--- src/hw/rtl/ppi_pkg.sv ---
// Shared types, constants and the CORDIC arctangent table for the pose integrator.
package ppi_pkg;

    typedef logic signed [15:0] speed_t;
    typedef logic [23:0]        step_t;
    typedef logic signed [31:0] pos_t;
    typedef logic [31:0]        angle_t;

    // Serial multiplier: a 40-bit multiplicand times a 32-bit multiplier, one nibble per cycle
    localparam int DIGIT_W    = 4;
    localparam int MCAND_W    = 40;
    localparam int MPLIER_W   = 32;
    localparam int ACC_W      = MCAND_W + MPLIER_W;
    localparam int PP_W       = MCAND_W + DIGIT_W;
    localparam int NUM_DIGITS = MPLIER_W / DIGIT_W;
    localparam int DIG_CNT_W  = $clog2(NUM_DIGITS + 1);

    // Product scaling back to a binary angle and to Q16.16 metres
    localparam int YAW_SHIFT = 32;
    localparam int POS_SHIFT = 46;
    localparam int DMAG_W    = ACC_W - POS_SHIFT + 1;

    // CORDIC datapath
    localparam int CORD_W     = 33;
    localparam int ATAN_IDX_W = 5;
    localparam int ATAN_W     = 30;

    localparam step_t              TIME_STEP_RST  = 24'd16777;
    localparam logic [31:0]        INV_TWO_PI_Q32 = 32'd683565276;
    localparam logic signed [32:0] CORDIC_X0      = 33'sd652032874;
    localparam pos_t               POS_MAX        = 32'sh7FFF_FFFF;
    localparam pos_t               POS_MIN        = 32'sh8000_0000;

    // atan(2^-i) as a binary angle, full circle = 2^32
    function automatic logic [ATAN_W-1:0] atan_lut(input logic [ATAN_IDX_W-1:0] idx);
        logic [ATAN_W-1:0] val;
        unique case (idx)
            5'd0:    val = 30'd536870912;
            5'd1:    val = 30'd316933406;
            5'd2:    val = 30'd167458907;
            5'd3:    val = 30'd85004756;
            5'd4:    val = 30'd42667331;
            5'd5:    val = 30'd21354465;
            5'd6:    val = 30'd10679838;
            5'd7:    val = 30'd5340245;
            5'd8:    val = 30'd2670163;
            5'd9:    val = 30'd1335087;
            5'd10:   val = 30'd667544;
            5'd11:   val = 30'd333772;
            5'd12:   val = 30'd166886;
            5'd13:   val = 30'd83443;
            5'd14:   val = 30'd41721;
            5'd15:   val = 30'd20860;
            5'd16:   val = 30'd10430;
            5'd17:   val = 30'd5215;
            5'd18:   val = 30'd2607;
            5'd19:   val = 30'd1303;
            5'd20:   val = 30'd651;
            5'd21:   val = 30'd325;
            5'd22:   val = 30'd162;
            5'd23:   val = 30'd81;
            5'd24:   val = 30'd40;
            5'd25:   val = 30'd20;
            5'd26:   val = 30'd10;
            5'd27:   val = 30'd5;
            5'd28:   val = 30'd2;
            5'd29:   val = 30'd1;
            default: val = 30'd0;
        endcase
        return val;
    endfunction

endpackage

--- src/hw/rtl/ppi_if.sv ---
// Valid/ready channel interfaces for tick input and pose output.
interface ppi_in_if;
    logic            valid;
    logic            ready;
    ppi_pkg::speed_t forward_speed;
    ppi_pkg::speed_t yaw_rate;

    modport source (output valid, output forward_speed, output yaw_rate, input ready);
    modport sink   (input valid, input forward_speed, input yaw_rate, output ready);
endinterface

interface ppi_out_if;
    logic            valid;
    logic            ready;
    ppi_pkg::pos_t   pos_x;
    ppi_pkg::pos_t   pos_y;
    ppi_pkg::angle_t heading;

    modport source (output valid, output pos_x, output pos_y, output heading, input ready);
    modport sink   (input valid, input pos_x, input pos_y, input heading, output ready);
endinterface

--- src/hw/rtl/planar_pose_integrator_unit.sv ---
// Planar dead-reckoning pose integrator: nibble-serial multiplier and iterative CORDIC.
// Ticks are handled one at a time: in_ch.ready is high only while idle, so a new tick is
//   accepted only after the previous pose is written to the output register. Each tick
//   runs five products through the shared nibble-serial multiplier and one CORDIC
//   iteration per cycle.
// A finished pose waits in the output register while the next tick is taken.
// Reset (rst_n low, asynchronous): pose at origin facing +x, time step 16777, no output.
module planar_pose_integrator_unit #(
    parameter int CORDIC_STEPS = 16
) (
    input  logic            clk,
    input  logic            rst_n,
    input  logic            cfg_wr_en,
    input  ppi_pkg::step_t  cfg_wr_data,
    ppi_in_if.sink          in_ch,
    ppi_out_if.source       out_ch
);
    import ppi_pkg::*;

    localparam int ITER_W = $clog2(CORDIC_STEPS);
    localparam logic [ITER_W-1:0] LAST_ITER = ITER_W'(CORDIC_STEPS - 1);
    localparam logic [DIG_CNT_W-1:0] LAST_DIGIT = DIG_CNT_W'(NUM_DIGITS);

    localparam logic [3:0] S_IDLE  = 4'd0;
    localparam logic [3:0] S_YAW1  = 4'd1;
    localparam logic [3:0] S_YAW2  = 4'd2;
    localparam logic [3:0] S_HEAD  = 4'd3;
    localparam logic [3:0] S_CINIT = 4'd4;
    localparam logic [3:0] S_CORD  = 4'd5;
    localparam logic [3:0] S_VTS   = 4'd6;
    localparam logic [3:0] S_POSX  = 4'd7;
    localparam logic [3:0] S_POSY  = 4'd8;
    localparam logic [3:0] S_FIN   = 4'd9;
    localparam logic [3:0] S_OUT   = 4'd10;

    // Control state
    logic [3:0]           state_reg, state_next;
    logic [DIG_CNT_W-1:0] dig_cnt_reg, dig_cnt_next;
    logic [ITER_W-1:0]    iter_reg, iter_next;
    step_t                ts_reg, ts_next;
    pos_t                 pos_x_reg, pos_x_next;
    pos_t                 pos_y_reg, pos_y_next;
    angle_t               yaw_reg, yaw_next;
    logic                 out_valid_reg, out_valid_next;

    // Datapath
    logic [MCAND_W-1:0]       mcand_reg, mcand_next;
    logic [MPLIER_W-1:0]      mplier_reg, mplier_next;
    logic [ACC_W-1:0]         acc_reg, acc_next;
    logic signed [CORD_W-1:0] x_reg, x_next;
    logic signed [CORD_W-1:0] y_reg, y_next;
    logic signed [CORD_W-1:0] z_reg, z_next;
    logic                     flip_reg, flip_next;
    logic [MPLIER_W-1:0]      cmag_reg, cmag_next;
    logic [MPLIER_W-1:0]      smag_reg, smag_next;
    logic                     xneg_reg, xneg_next;
    logic                     yneg_reg, yneg_next;
    logic                     v_neg_reg, v_neg_next;
    logic                     w_neg_reg, w_neg_next;
    logic [15:0]              vmag_reg, vmag_next;
    logic [15:0]              wmag_reg, wmag_next;
    pos_t                     out_x_reg, out_x_next;
    pos_t                     out_y_reg, out_y_next;
    angle_t                   out_hd_reg, out_hd_next;

    // Combinational helpers
    logic                     mult_state, mult_load, mult_last;
    logic [PP_W-1:0]          pp;
    logic [PP_W-1:0]          hi_sum;
    logic [ACC_W-1:0]         acc_step;
    logic [15:0]              vmag_in, wmag_in;
    logic [31:0]              yaw_dmag;
    logic signed [CORD_W-1:0] x_sh, y_sh, atan_z;
    logic [CORD_W-1:0]        x_abs, y_abs;
    logic                     flip_in;
    logic [31:0]              res_ang;
    pos_t                     pos_base;
    logic                     pos_neg;
    logic [DMAG_W-1:0]        pos_dmag;
    logic [32:0]              pos_delta, pos_sum;
    pos_t                     pos_sat;
    logic                     slot_free;

    assign in_ch.ready    = (state_reg == S_IDLE);
    assign out_ch.valid   = out_valid_reg;
    assign out_ch.pos_x   = out_x_reg;
    assign out_ch.pos_y   = out_y_reg;
    assign out_ch.heading = out_hd_reg;

    // Magnitudes of the incoming speeds
    assign vmag_in = in_ch.forward_speed[15] ? (~in_ch.forward_speed + 16'd1)
                                             : in_ch.forward_speed;
    assign wmag_in = in_ch.yaw_rate[15] ? (~in_ch.yaw_rate + 16'd1) : in_ch.yaw_rate;

    // One nibble of the multiplier per cycle into a right-shifting accumulator
    assign mult_state = (state_reg == S_YAW1) || (state_reg == S_YAW2) ||
                        (state_reg == S_VTS)  || (state_reg == S_POSX) ||
                        (state_reg == S_POSY);
    assign mult_load  = mult_state && (dig_cnt_reg == '0);
    assign mult_last  = (dig_cnt_reg == LAST_DIGIT);
    assign pp         = PP_W'(mcand_reg) * PP_W'(mplier_reg[DIGIT_W-1:0]);
    assign hi_sum     = PP_W'(acc_reg[ACC_W-1:MPLIER_W]) + pp;
    assign acc_step   = {hi_sum, acc_reg[MPLIER_W-1:DIGIT_W]};

    // Heading step magnitude, rounded at the binary point
    assign yaw_dmag = acc_reg[YAW_SHIFT+31:YAW_SHIFT] + {31'b0, acc_reg[YAW_SHIFT-1]};

    // CORDIC micro-rotation operands
    assign x_sh   = x_reg >>> iter_reg;
    assign y_sh   = y_reg >>> iter_reg;
    assign atan_z = CORD_W'(atan_lut(ATAN_IDX_W'(iter_reg)));
    assign x_abs  = x_reg[CORD_W-1] ? CORD_W'(-x_reg) : CORD_W'(x_reg);
    assign y_abs  = y_reg[CORD_W-1] ? CORD_W'(-y_reg) : CORD_W'(y_reg);

    // Fold the left half-plane onto the right one
    assign flip_in = yaw_reg[31] ^ yaw_reg[30];
    assign res_ang = {yaw_reg[31] ^ flip_in, yaw_reg[30:0]};

    // Shared rounding and saturating add for the x and y updates
    assign pos_base  = (state_reg == S_FIN) ? pos_y_reg : pos_x_reg;
    assign pos_neg   = (state_reg == S_FIN) ? yneg_reg : xneg_reg;
    assign pos_dmag  = DMAG_W'(acc_reg[ACC_W-1:POS_SHIFT]) + DMAG_W'(acc_reg[POS_SHIFT-1]);
    assign pos_delta = pos_neg ? (33'd0 - 33'(pos_dmag)) : 33'(pos_dmag);
    assign pos_sum   = {pos_base[31], pos_base} + pos_delta;

    always_comb
    begin
        unique case (pos_sum[32:31])
            2'b01:   pos_sat = POS_MAX;
            2'b10:   pos_sat = POS_MIN;
            default: pos_sat = pos_sum[31:0];
        endcase
    end

    assign slot_free = !out_valid_reg || out_ch.ready;

    // Next-state and datapath sequencing
    always_comb
    begin
        state_next     = state_reg;
        dig_cnt_next   = dig_cnt_reg;
        iter_next      = iter_reg;
        ts_next        = ts_reg;
        pos_x_next     = pos_x_reg;
        pos_y_next     = pos_y_reg;
        yaw_next       = yaw_reg;
        out_valid_next = out_valid_reg && !out_ch.ready;
        mcand_next     = mcand_reg;
        mplier_next    = mplier_reg;
        acc_next       = acc_reg;
        x_next         = x_reg;
        y_next         = y_reg;
        z_next         = z_reg;
        flip_next      = flip_reg;
        cmag_next      = cmag_reg;
        smag_next      = smag_reg;
        xneg_next      = xneg_reg;
        yneg_next      = yneg_reg;
        v_neg_next     = v_neg_reg;
        w_neg_next     = w_neg_reg;
        vmag_next      = vmag_reg;
        wmag_next      = wmag_reg;
        out_x_next     = out_x_reg;
        out_y_next     = out_y_reg;
        out_hd_next    = out_hd_reg;

        // Take a new time step; writes must arrive only while idle, the block itself does not enforce this
        if (cfg_wr_en)
        begin
            ts_next = cfg_wr_data;
        end

        // Clear on the load cycle, then advance one digit a cycle
        if (mult_state)
        begin
            if (mult_load)
            begin
                acc_next     = '0;
                dig_cnt_next = DIG_CNT_W'(1);
            end
            else
            begin
                acc_next     = acc_step;
                mplier_next  = mplier_reg >> DIGIT_W;
                dig_cnt_next = mult_last ? '0 : dig_cnt_reg + DIG_CNT_W'(1);
            end
        end

        unique case (state_reg)
            S_IDLE:
            begin
                if (in_ch.valid)
                begin
                    v_neg_next = in_ch.forward_speed[15];
                    w_neg_next = in_ch.yaw_rate[15];
                    vmag_next  = vmag_in;
                    wmag_next  = wmag_in;
                    state_next = S_YAW1;
                end
            end
            S_YAW1:
            begin
                // |yaw rate| times step
                if (mult_load)
                begin
                    mcand_next  = MCAND_W'(ts_reg);
                    mplier_next = MPLIER_W'(wmag_reg);
                end
                else if (mult_last)
                begin
                    state_next = S_YAW2;
                end
            end
            S_YAW2:
            begin
                // scale radians to binary angle
                if (mult_load)
                begin
                    mcand_next  = acc_reg[MCAND_W-1:0];
                    mplier_next = INV_TWO_PI_Q32;
                end
                else if (mult_last)
                begin
                    state_next = S_HEAD;
                end
            end
            S_HEAD:
            begin
                yaw_next   = w_neg_reg ? (yaw_reg - yaw_dmag) : (yaw_reg + yaw_dmag);
                state_next = S_CINIT;
            end
            S_CINIT:
            begin
                flip_next  = flip_in;
                x_next     = CORDIC_X0;
                y_next     = '0;
                z_next     = {res_ang[31], res_ang};
                iter_next  = '0;
                state_next = S_CORD;
            end
            S_CORD:
            begin
                if (!z_reg[CORD_W-1])
                begin
                    x_next = x_reg - y_sh;
                    y_next = y_reg + x_sh;
                    z_next = z_reg - atan_z;
                end
                else
                begin
                    x_next = x_reg + y_sh;
                    y_next = y_reg - x_sh;
                    z_next = z_reg + atan_z;
                end
                if (iter_reg == LAST_ITER)
                begin
                    iter_next  = '0;
                    state_next = S_VTS;
                end
                else
                begin
                    iter_next = iter_reg + ITER_W'(1);
                end
            end
            S_VTS:
            begin
                // |speed| times step; hold cos and sin as sign and magnitude
                if (mult_load)
                begin
                    mcand_next  = MCAND_W'(ts_reg);
                    mplier_next = MPLIER_W'(vmag_reg);
                    cmag_next   = x_abs[MPLIER_W-1:0];
                    smag_next   = y_abs[MPLIER_W-1:0];
                    xneg_next   = v_neg_reg ^ x_reg[CORD_W-1] ^ flip_reg;
                    yneg_next   = v_neg_reg ^ y_reg[CORD_W-1] ^ flip_reg;
                end
                else if (mult_last)
                begin
                    state_next = S_POSX;
                end
            end
            S_POSX:
            begin
                if (mult_load)
                begin
                    mcand_next  = acc_reg[MCAND_W-1:0];
                    mplier_next = cmag_reg;
                end
                else if (mult_last)
                begin
                    state_next = S_POSY;
                end
            end
            S_POSY:
            begin
                // keep the speed-step product, retire the x product
                if (mult_load)
                begin
                    mplier_next = smag_reg;
                    pos_x_next  = pos_sat;
                end
                else if (mult_last)
                begin
                    state_next = S_FIN;
                end
            end
            S_FIN:
            begin
                pos_y_next = pos_sat;
                state_next = S_OUT;
            end
            S_OUT:
            begin
                if (slot_free)
                begin
                    out_x_next     = pos_x_reg;
                    out_y_next     = pos_y_reg;
                    out_hd_next    = yaw_reg;
                    out_valid_next = 1'b1;
                    state_next     = S_IDLE;
                end
            end
            default:
            begin
                state_next = S_IDLE;
            end
        endcase
    end

    // Control registers
    always_ff @(posedge clk or negedge rst_n)
    begin
        if (!rst_n)
        begin
            state_reg     <= S_IDLE;
            dig_cnt_reg   <= '0;
            iter_reg      <= '0;
            ts_reg        <= TIME_STEP_RST;
            pos_x_reg     <= '0;
            pos_y_reg     <= '0;
            yaw_reg       <= '0;
            out_valid_reg <= 1'b0;
        end
        else
        begin
            state_reg     <= state_next;
            dig_cnt_reg   <= dig_cnt_next;
            iter_reg      <= iter_next;
            ts_reg        <= ts_next;
            pos_x_reg     <= pos_x_next;
            pos_y_reg     <= pos_y_next;
            yaw_reg       <= yaw_next;
            out_valid_reg <= out_valid_next;
        end
    end

    // Datapath registers
    always_ff @(posedge clk)
    begin
        mcand_reg  <= mcand_next;
        mplier_reg <= mplier_next;
        acc_reg    <= acc_next;
        x_reg      <= x_next;
        y_reg      <= y_next;
        z_reg      <= z_next;
        flip_reg   <= flip_next;
        cmag_reg   <= cmag_next;
        smag_reg   <= smag_next;
        xneg_reg   <= xneg_next;
        yneg_reg   <= yneg_next;
        v_neg_reg  <= v_neg_next;
        w_neg_reg  <= w_neg_next;
        vmag_reg   <= vmag_next;
        wmag_reg   <= wmag_next;
        out_x_reg  <= out_x_next;
        out_y_reg  <= out_y_next;
        out_hd_reg <= out_hd_next;
    end

`ifndef SYNTHESIS
    // A transfer in starts the heading product
    a_start: assert property (@(posedge clk) disable iff (!rst_n)
        (in_ch.valid && in_ch.ready) |=> (state_reg == S_YAW1))
        else $error("tick transfer did not start the heading product");

    // Heading moves only in its update cycle
    a_yaw_hold: assert property (@(posedge clk) disable iff (!rst_n)
        (state_reg != S_HEAD) |=> $stable(yaw_reg))
        else $error("heading changed outside its update cycle");

    // A taken result with no new pose pending drops valid
    a_out_drop: assert property (@(posedge clk) disable iff (!rst_n)
        (out_ch.valid && out_ch.ready && state_reg != S_OUT) |=> !out_ch.valid)
        else $error("output stayed valid after its transfer");

    // The digit counter runs only inside a product
    a_dig_cnt: assert property (@(posedge clk) disable iff (!rst_n)
        (dig_cnt_reg != '0) |-> ((state_reg == S_YAW1) || (state_reg == S_YAW2) ||
                                 (state_reg == S_VTS) || (state_reg == S_POSX) ||
                                 (state_reg == S_POSY)))
        else $error("digit counter active outside a product");
`endif

endmodule
--- src/flat_wrapper.sv ---
// flat-port wrapper written by rule: the top's interface ports become plain ports
module planar_pose_integrator_unit_flat import ppi_pkg::*;
#(
    parameter int CORDIC_STEPS = 16
)
  (clk, rst_n, cfg_wr_en, cfg_wr_data, in_ch_valid, in_ch_forward_speed, in_ch_yaw_rate, in_ch_ready, out_ch_valid, out_ch_pos_x, out_ch_pos_y, out_ch_heading, out_ch_ready);
  ppi_in_if in_ch_i ();
  ppi_out_if out_ch_i ();
  input  logic clk;
  input  logic rst_n;
  input  logic cfg_wr_en;
  input  ppi_pkg::step_t cfg_wr_data;
  input wire logic [$bits(in_ch_i.valid)-1:0] in_ch_valid;
  input wire logic [$bits(in_ch_i.forward_speed)-1:0] in_ch_forward_speed;
  input wire logic [$bits(in_ch_i.yaw_rate)-1:0] in_ch_yaw_rate;
  output wire logic [$bits(in_ch_i.ready)-1:0] in_ch_ready;
  output wire logic [$bits(out_ch_i.valid)-1:0] out_ch_valid;
  output wire logic [$bits(out_ch_i.pos_x)-1:0] out_ch_pos_x;
  output wire logic [$bits(out_ch_i.pos_y)-1:0] out_ch_pos_y;
  output wire logic [$bits(out_ch_i.heading)-1:0] out_ch_heading;
  input wire logic [$bits(out_ch_i.ready)-1:0] out_ch_ready;
  assign in_ch_i.valid = in_ch_valid;
  assign in_ch_i.forward_speed = in_ch_forward_speed;
  assign in_ch_i.yaw_rate = in_ch_yaw_rate;
  assign in_ch_ready = in_ch_i.ready;
  assign out_ch_valid = out_ch_i.valid;
  assign out_ch_pos_x = out_ch_i.pos_x;
  assign out_ch_pos_y = out_ch_i.pos_y;
  assign out_ch_heading = out_ch_i.heading;
  assign out_ch_i.ready = out_ch_ready;
  planar_pose_integrator_unit #(.CORDIC_STEPS(CORDIC_STEPS)) u_core (.clk(clk), .rst_n(rst_n), .cfg_wr_en(cfg_wr_en), .cfg_wr_data(cfg_wr_data), .in_ch(in_ch_i), .out_ch(out_ch_i));
endmodule
--- config.mk ---
export PLATFORM = sky130hd
export DESIGN_NAME = planar_pose_integrator_unit_flat
export DESIGN_NICKNAME = d
export VERILOG_FILES = /design/src/hw/rtl/ppi_pkg.sv /design/src/hw/rtl/ppi_if.sv /design/src/hw/rtl/planar_pose_integrator_unit.sv /design/src/flat_wrapper.sv
export SDC_FILE = /design/constraint.sdc
export NUM_CORES = 2
export LEC_CHECK = 0
export BUFFER_PORTS_ARGS = -buffer_cell sky130_fd_sc_hd__buf_4
export CAP_MARGIN = 15
export CELL_PAD_IN_SITES_DETAIL_PLACEMENT = 1
export CELL_PAD_IN_SITES_GLOBAL_PLACEMENT = 2
export CORE_MARGIN = 10
export CORE_UTILIZATION = 45
export DETAILED_ROUTE_END_ITERATION = 10
export PLACE_DENSITY_LB_ADDON = 0.05
export SETUP_SLACK_MARGIN = 0.3
export SLEW_MARGIN = 30
export SYNTH_ARGS = -nofsm -noshare
export SYNTH_HDL_FRONTEND = slang
export SYNTH_SLANG_ARGS = --single-unit
--- constraint.sdc ---
create_clock -name clk -period 23.6 [get_ports clk]
set_input_delay 1.18 -clock clk [delete_from_list [all_inputs] [get_ports clk]]
set_output_delay 1.18 -clock clk [all_outputs]
set_load 0.02 [all_outputs]
Word-level counts from Yosys, hierarchy flattened:

Memories as Yosys holds them, arrays and structs flattened.
Cells that the tools add are included.

* register bits after elaboration: 573
* ROM bits: 480
* memories kept: 1

Memory list
* (no name shown): words 16, bits a word 30, read ports 1, clocked after memory_dff 0, wr ports 0, RTL line ppi_pkg.sv:37 `unique case (idx)`

* add/subtract/negate cells: 19
* multiply operators: 1
* equal/unequal tests: 29
* shift-type cells: 2
* muxes and demuxes: 46
* bitwise operators: 8
* reductions and logical operators: 21

Operator list (number)
* two-way mux 32 bit: 11
* case mux 33 bit (2 select lines): 3
* case mux 32 bit (5 select lines): 1
* two-way mux 33 bit: 4
* adder 33 bit: 3
* two-way mux 40 bit: 2
* case mux 40 bit (2 select lines): 1
* >>> shifter 33 x 4 -> 33 bit: 2
* subtractor 33 bit: 2
* two-way mux 4 bit: 16
* negator 32 bit: 2
* case mux 32 bit (2 select lines): 1
* adder 40 x 44 -> 44 bit: 1
* multiplier 40 x 4 -> 44 bit: 1
* case mux 4 bit (11 select lines): 1
* adder 33 x 31 -> 33 bit: 1
* subtractor 33 x 31 -> 33 bit: 1
* adder 16 x 1 -> 16 bit, second input constant: 2
* adder 32 x 1 -> 32 bit: 1
* adder 32 bit: 1
* inverter 16 bit: 2
* subtractor 32 bit: 1
* two-way mux 15 bit: 2
* subtractor 1 x 27 -> 28 bit, first input constant: 1
* other kinds (22): 63

Depth between registers and ports, before layout:

* depth after elaboration: 10
* depth in mapped cells: 30
* depth with buffers taken out: 28

Worst setup path after synthesis:

OpenSTA, ideal clock, no wires.

* path type: input -> register
* start point: input port out_ch_ready
* end point: register u_core.out_hd_reg[0], in the netlist u_core.out_ch.heading[0] (enable)
* library setup time: 0.668 ns
* data arrival time: 7.720 ns
* data required time: 22.932 ns
* setup slack: 15.212 ns
* stages: 2
* cells stage by stage: nor2b_1 nor3_1

* cells in the longest elaborated chain, start to end: 2

RTL lines
* start: declaration: RTL line flat_wrapper.sv:21 `input wire logic [$bits(out_ch_i.ready)-1:0] out_ch_ready;`
* logical OR 1 bit: RTL line planar_pose_integrator_unit.sv:135 `assign slot_free = !out_valid_reg || out_ch.ready;`
* AND reduction 2 bit (no line)
* end signal: assignment: RTL line planar_pose_integrator_unit.sv:377 `out_hd_reg <= out_hd_next;`
* end: declaration: RTL line planar_pose_integrator_unit.sv:64 `angle_t out_hd_reg, out_hd_next;`

No other way between the ends.
A chain may end at the register's enable or synchronous reset.

Final worst setup path:

* start point: register u_core.acc_reg[45]
* end point: register u_core.pos_y_reg[30]

* cells in the longest elaborated chain, start to end: 6

RTL lines
* start: declaration: RTL line planar_pose_integrator_unit.sv:49 `logic [ACC_W-1:0] acc_reg, acc_next;`
* start signal: assignment: RTL line planar_pose_integrator_unit.sv:362 `acc_reg <= acc_next;`
* adder 26 x 1 -> 27 bit *: RTL line planar_pose_integrator_unit.sv:122 `assign pos_dmag = DMAG_W'(acc_reg[ACC_W-1:POS_SHIFT]) + DMAG_W'(acc_reg[POS_SHIFT-1]);`
* subtractor 1 x 27 -> 28 bit: RTL line planar_pose_integrator_unit.sv:123 `assign pos_delta = pos_neg ? (33'd0 - 33'(pos_dmag)) : 33'(pos_dmag);`
* two-way mux 33 bit *: RTL line planar_pose_integrator_unit.sv:123
* adder 33 bit *: RTL line planar_pose_integrator_unit.sv:124 `assign pos_sum = {pos_base[31], pos_base} + pos_delta;`
* equality test 2 bit / equality test 2 x 1 -> 1 bit (equally long branches): RTL line planar_pose_integrator_unit.sv:128 `unique case (pos_sum[32:31])`
* case mux 32 bit (2 select lines) *: RTL line planar_pose_integrator_unit.sv:128
* end signal: assignment: RTL line planar_pose_integrator_unit.sv:351 `pos_y_reg <= pos_y_next;`
* end: declaration: RTL line planar_pose_integrator_unit.sv:42 `pos_t pos_y_reg, pos_y_next;`

Every way passes the cells marked *; elsewhere a longest branch is shown, timed or not.

==> metrics.yaml <==
dpl.hpwl_um: 101000
grt.busiest_layer: "met2"
grt_overflow: 0
synth_seq_area_share_pct: 37.1
synth_top_area_share_pct: 28.2
antenna_left: 0
synth.distinct_cells: 89
ctsHoldBuffers: 0
synth_area_leader_cell: "edfxtp_1"
globalRouteMet3Util_pct: 3.05
synth_seq_cells: 573
synth_flop_cell: "edfxtp_1"
fmax_mhz: 131
p_leak_nw: 19.4
pin_count: 159
antenna-diode-count: 0
grt_pass1_wl_um: 213000
post-route-min-period_ns: 7.64
drt-wirelength-per-cell_um: 22.5
via_per_inst: 5.84
worstMarginPinSlew_ns: 0.950
gp_congestion: 0.864
layout-drive-gt1-share_pct: 10.9
ctsResizeCount: 0
reg2regPathDepth: 27
synth_area_leaders: "edfxtp_1, dfrtp_1, ha_1"
initialDrtViolationCount: 2375
drv_slew: 0
ir_worst_vdd_mv: 0.0516
die_h_um: 332
worstPathMaxFanout: 36
grt_util_all_layers_pct: 24.0
cts_setup_buffers: 0
hold_viol_final: 0
min_period_over_period_pct: 32.4
crit_buf_inv: 2
cts_tree: "done"
area_delta_synth_final_pct: 11.1
whs_path_depth: 2
yosys_warnings: 0
final_common_cell: "nand2_1"
cpMaxStageDelayCell: "nor2b_4"
r2r_start: "u_core.acc_reg[45]"
worstSetupStartpointType: "flip-flop"
syn_area_per_cell_sq_um: 9.53
antenna_found_initial: 4
clock-sinks: 573
die_x_um: 332
holdPathEnd: "u_core.mplier_reg[6]"
cp_common_cell: "ha_1"
required_ns: 24.17
final_cell_mix: "nand2_1, edfxtp_1, a21oi_1"
row_count: 114
dieArea_sq_um: 110000
cts_inserted_buffers: 73
reg2reg_slack_ns: 15.96
relSlewSlack_pct: 36.4
synth_fp_nets: 5013
powerDensity_nw_per_um2: 69.8
worstHoldPathType: "flip-flop to flip-flop"
dr.pass1.iters: 6
start_util_pct: 45.3
nets: 5066
insertion_delay_ns: 0.66
clock_skew_ns: 0.0267
h-tree-depth: 3
root_buffer: "clkbuf_16"
rsz0062_at_grt: "no"
use_met2_pct: 40.4
num_vias: 34900
synth.cell_area_sq_um: 43800
place.port_buffers: 158
coreArea_sq_um: 96700
grt_max_degree: 81
cp-end-kind: "flip-flop"
clock_path_buffers: 3
path_clk_slew_ns: 0.06
arrival_ns: 8.21
cap_violations: 0
synth_edf_count: 411
syn_inst: 4597
setup_viol: 0
cp_top_family: "simple AND/OR/NAND/NOR gates"
drc: 0
tns_ns: 0
min_from: "u_core.mplier_reg[6]"
grtUsageMet1_pct: 31.9
largest_reg_flops: 72
worst_hold_slack_ns: 0.448
status: "completed"
grt_pass1_vias: 36500
critical_path_class: "flip-flop to flip-flop"
critPathMaxStageDelay_ns: 0.75
async_flop_share_pct: 23.2
wl_um: 135000
timing.rr.end: "u_core.pos_y_reg[30]"
[synthesized netlist by cell type (29+ instances only)]
cell,count
nand2_1,602
edfxtp_1,411
nor2_1,306
a21oi_1,305
o21ai_0,299
xnor2_1,276
ha_1,235
inv_1,208
xor2_1,177
clkbuf_1,164
dfrtp_1,128
and2_1,124
fa_1,120
a21o_1,92
nor3_1,74
mux2_2,73
a31oi_1,62
nand3_1,62
mux2i_1,59
and3_1,55
mux4_2,55
nand2b_1,54
o31ai_1,52
nor2b_1,43
o21a_1,39
nand4_1,34
buf_1,29
dfxtp_1,29
or3_1,29
[power breakdown]
group	internal, mW	total [mW]	switching [mW]
combinational	0.371	0.960	0.589
clock	0.688	1.18	0.492
sequential	1.18	1.26	0.0786
total	2.24	3.40	1.16
[cell families (layout without fill, tap and decap cells)]
kind of cell / count (synthesis) / after routing / synth area share [%]
and+or+nand+nor: 1476 / 1476 / 15.8
AOI/OAI and AO/OA: 1109 / 1109 / 15.7
DFF: 573 / 573 / 37.1
xor gates and xnor gates: 453 / 453 / 9.05
buffers and inverters: 436 / 550 / 3.89
adders and majority gates: 355 / 355 / 12.2
muxes: 195 / 195 / 6.26
[worst register-to-register path, delay by kind of cell, from the launching register on]
kind	cells	cell delay (ns)
adder cells (fa/ha/maj)	4	1.30
buffers and inverters	2	0.37
AO/OA/AOI/OAI	9	2.10
XOR/XNOR	3	0.70
flip-flops	1	0.52
AND/OR/NAND/NOR	9	2.59
[final cells by class]
class                   count  area [sq um]
fillers                 10900         48000
clock inverters            43           514
flip-flops and latches    573         16300
clock buffers              93          2000
repair buffers            201          1520
inverters                 213           803
multi-input cells        3588         26000
well taps                1276          1600
[through the flow]
step / instance area (sq um) / util (%) / setup slack (ns) / instances / total power, mW
CTS: 48700 / 50.3 / 15.92 / 5987 / 3.43
floorplan: 43800 / - / 15.21 / 4597 / 1.94
detailed placement: 46100 / 47.7 / 15.94 / 5851 / 2.23
global placement: 46100 / 47.7 / 16.05 / 5851 / 2.21
global route: 48700 / 50.3 / 15.27 / 5987 / 3.59
finish: 48700 / 50.3 / 15.96 / 5987 / 3.40
[layer usage]
layer | routed length, um | part of all wire, %
met1 | 61200 | 45
met2 | 64900 | 48
met3 | 5220 | 3.9
met4 | 3570 | 2.6
met5 | 13 | 0.0096
[worst max-delay path by stage]
stage / startpoint / to / slack, ns / cells after the start
finish: u_core.acc_reg[45] / u_core.pos_y_reg[30] / 15.96 / 27
global route: u_core.acc_reg[45] / u_core.pos_y_reg[24] / 15.27 / 26
CTS: u_core.acc_reg[45] / u_core.pos_y_reg[30] / 15.92 / 27
detailed placement: u_core.acc_reg[45] / u_core.pos_x_reg[1] / 15.94 / 27
global placement: u_core.acc_reg[45] / u_core.pos_x_reg[29] / 16.05 / 24
floorplan: out_ch_ready / u_core.out_ch.heading[0] / 15.21 / 2
(Power assumes the default switching activity.)
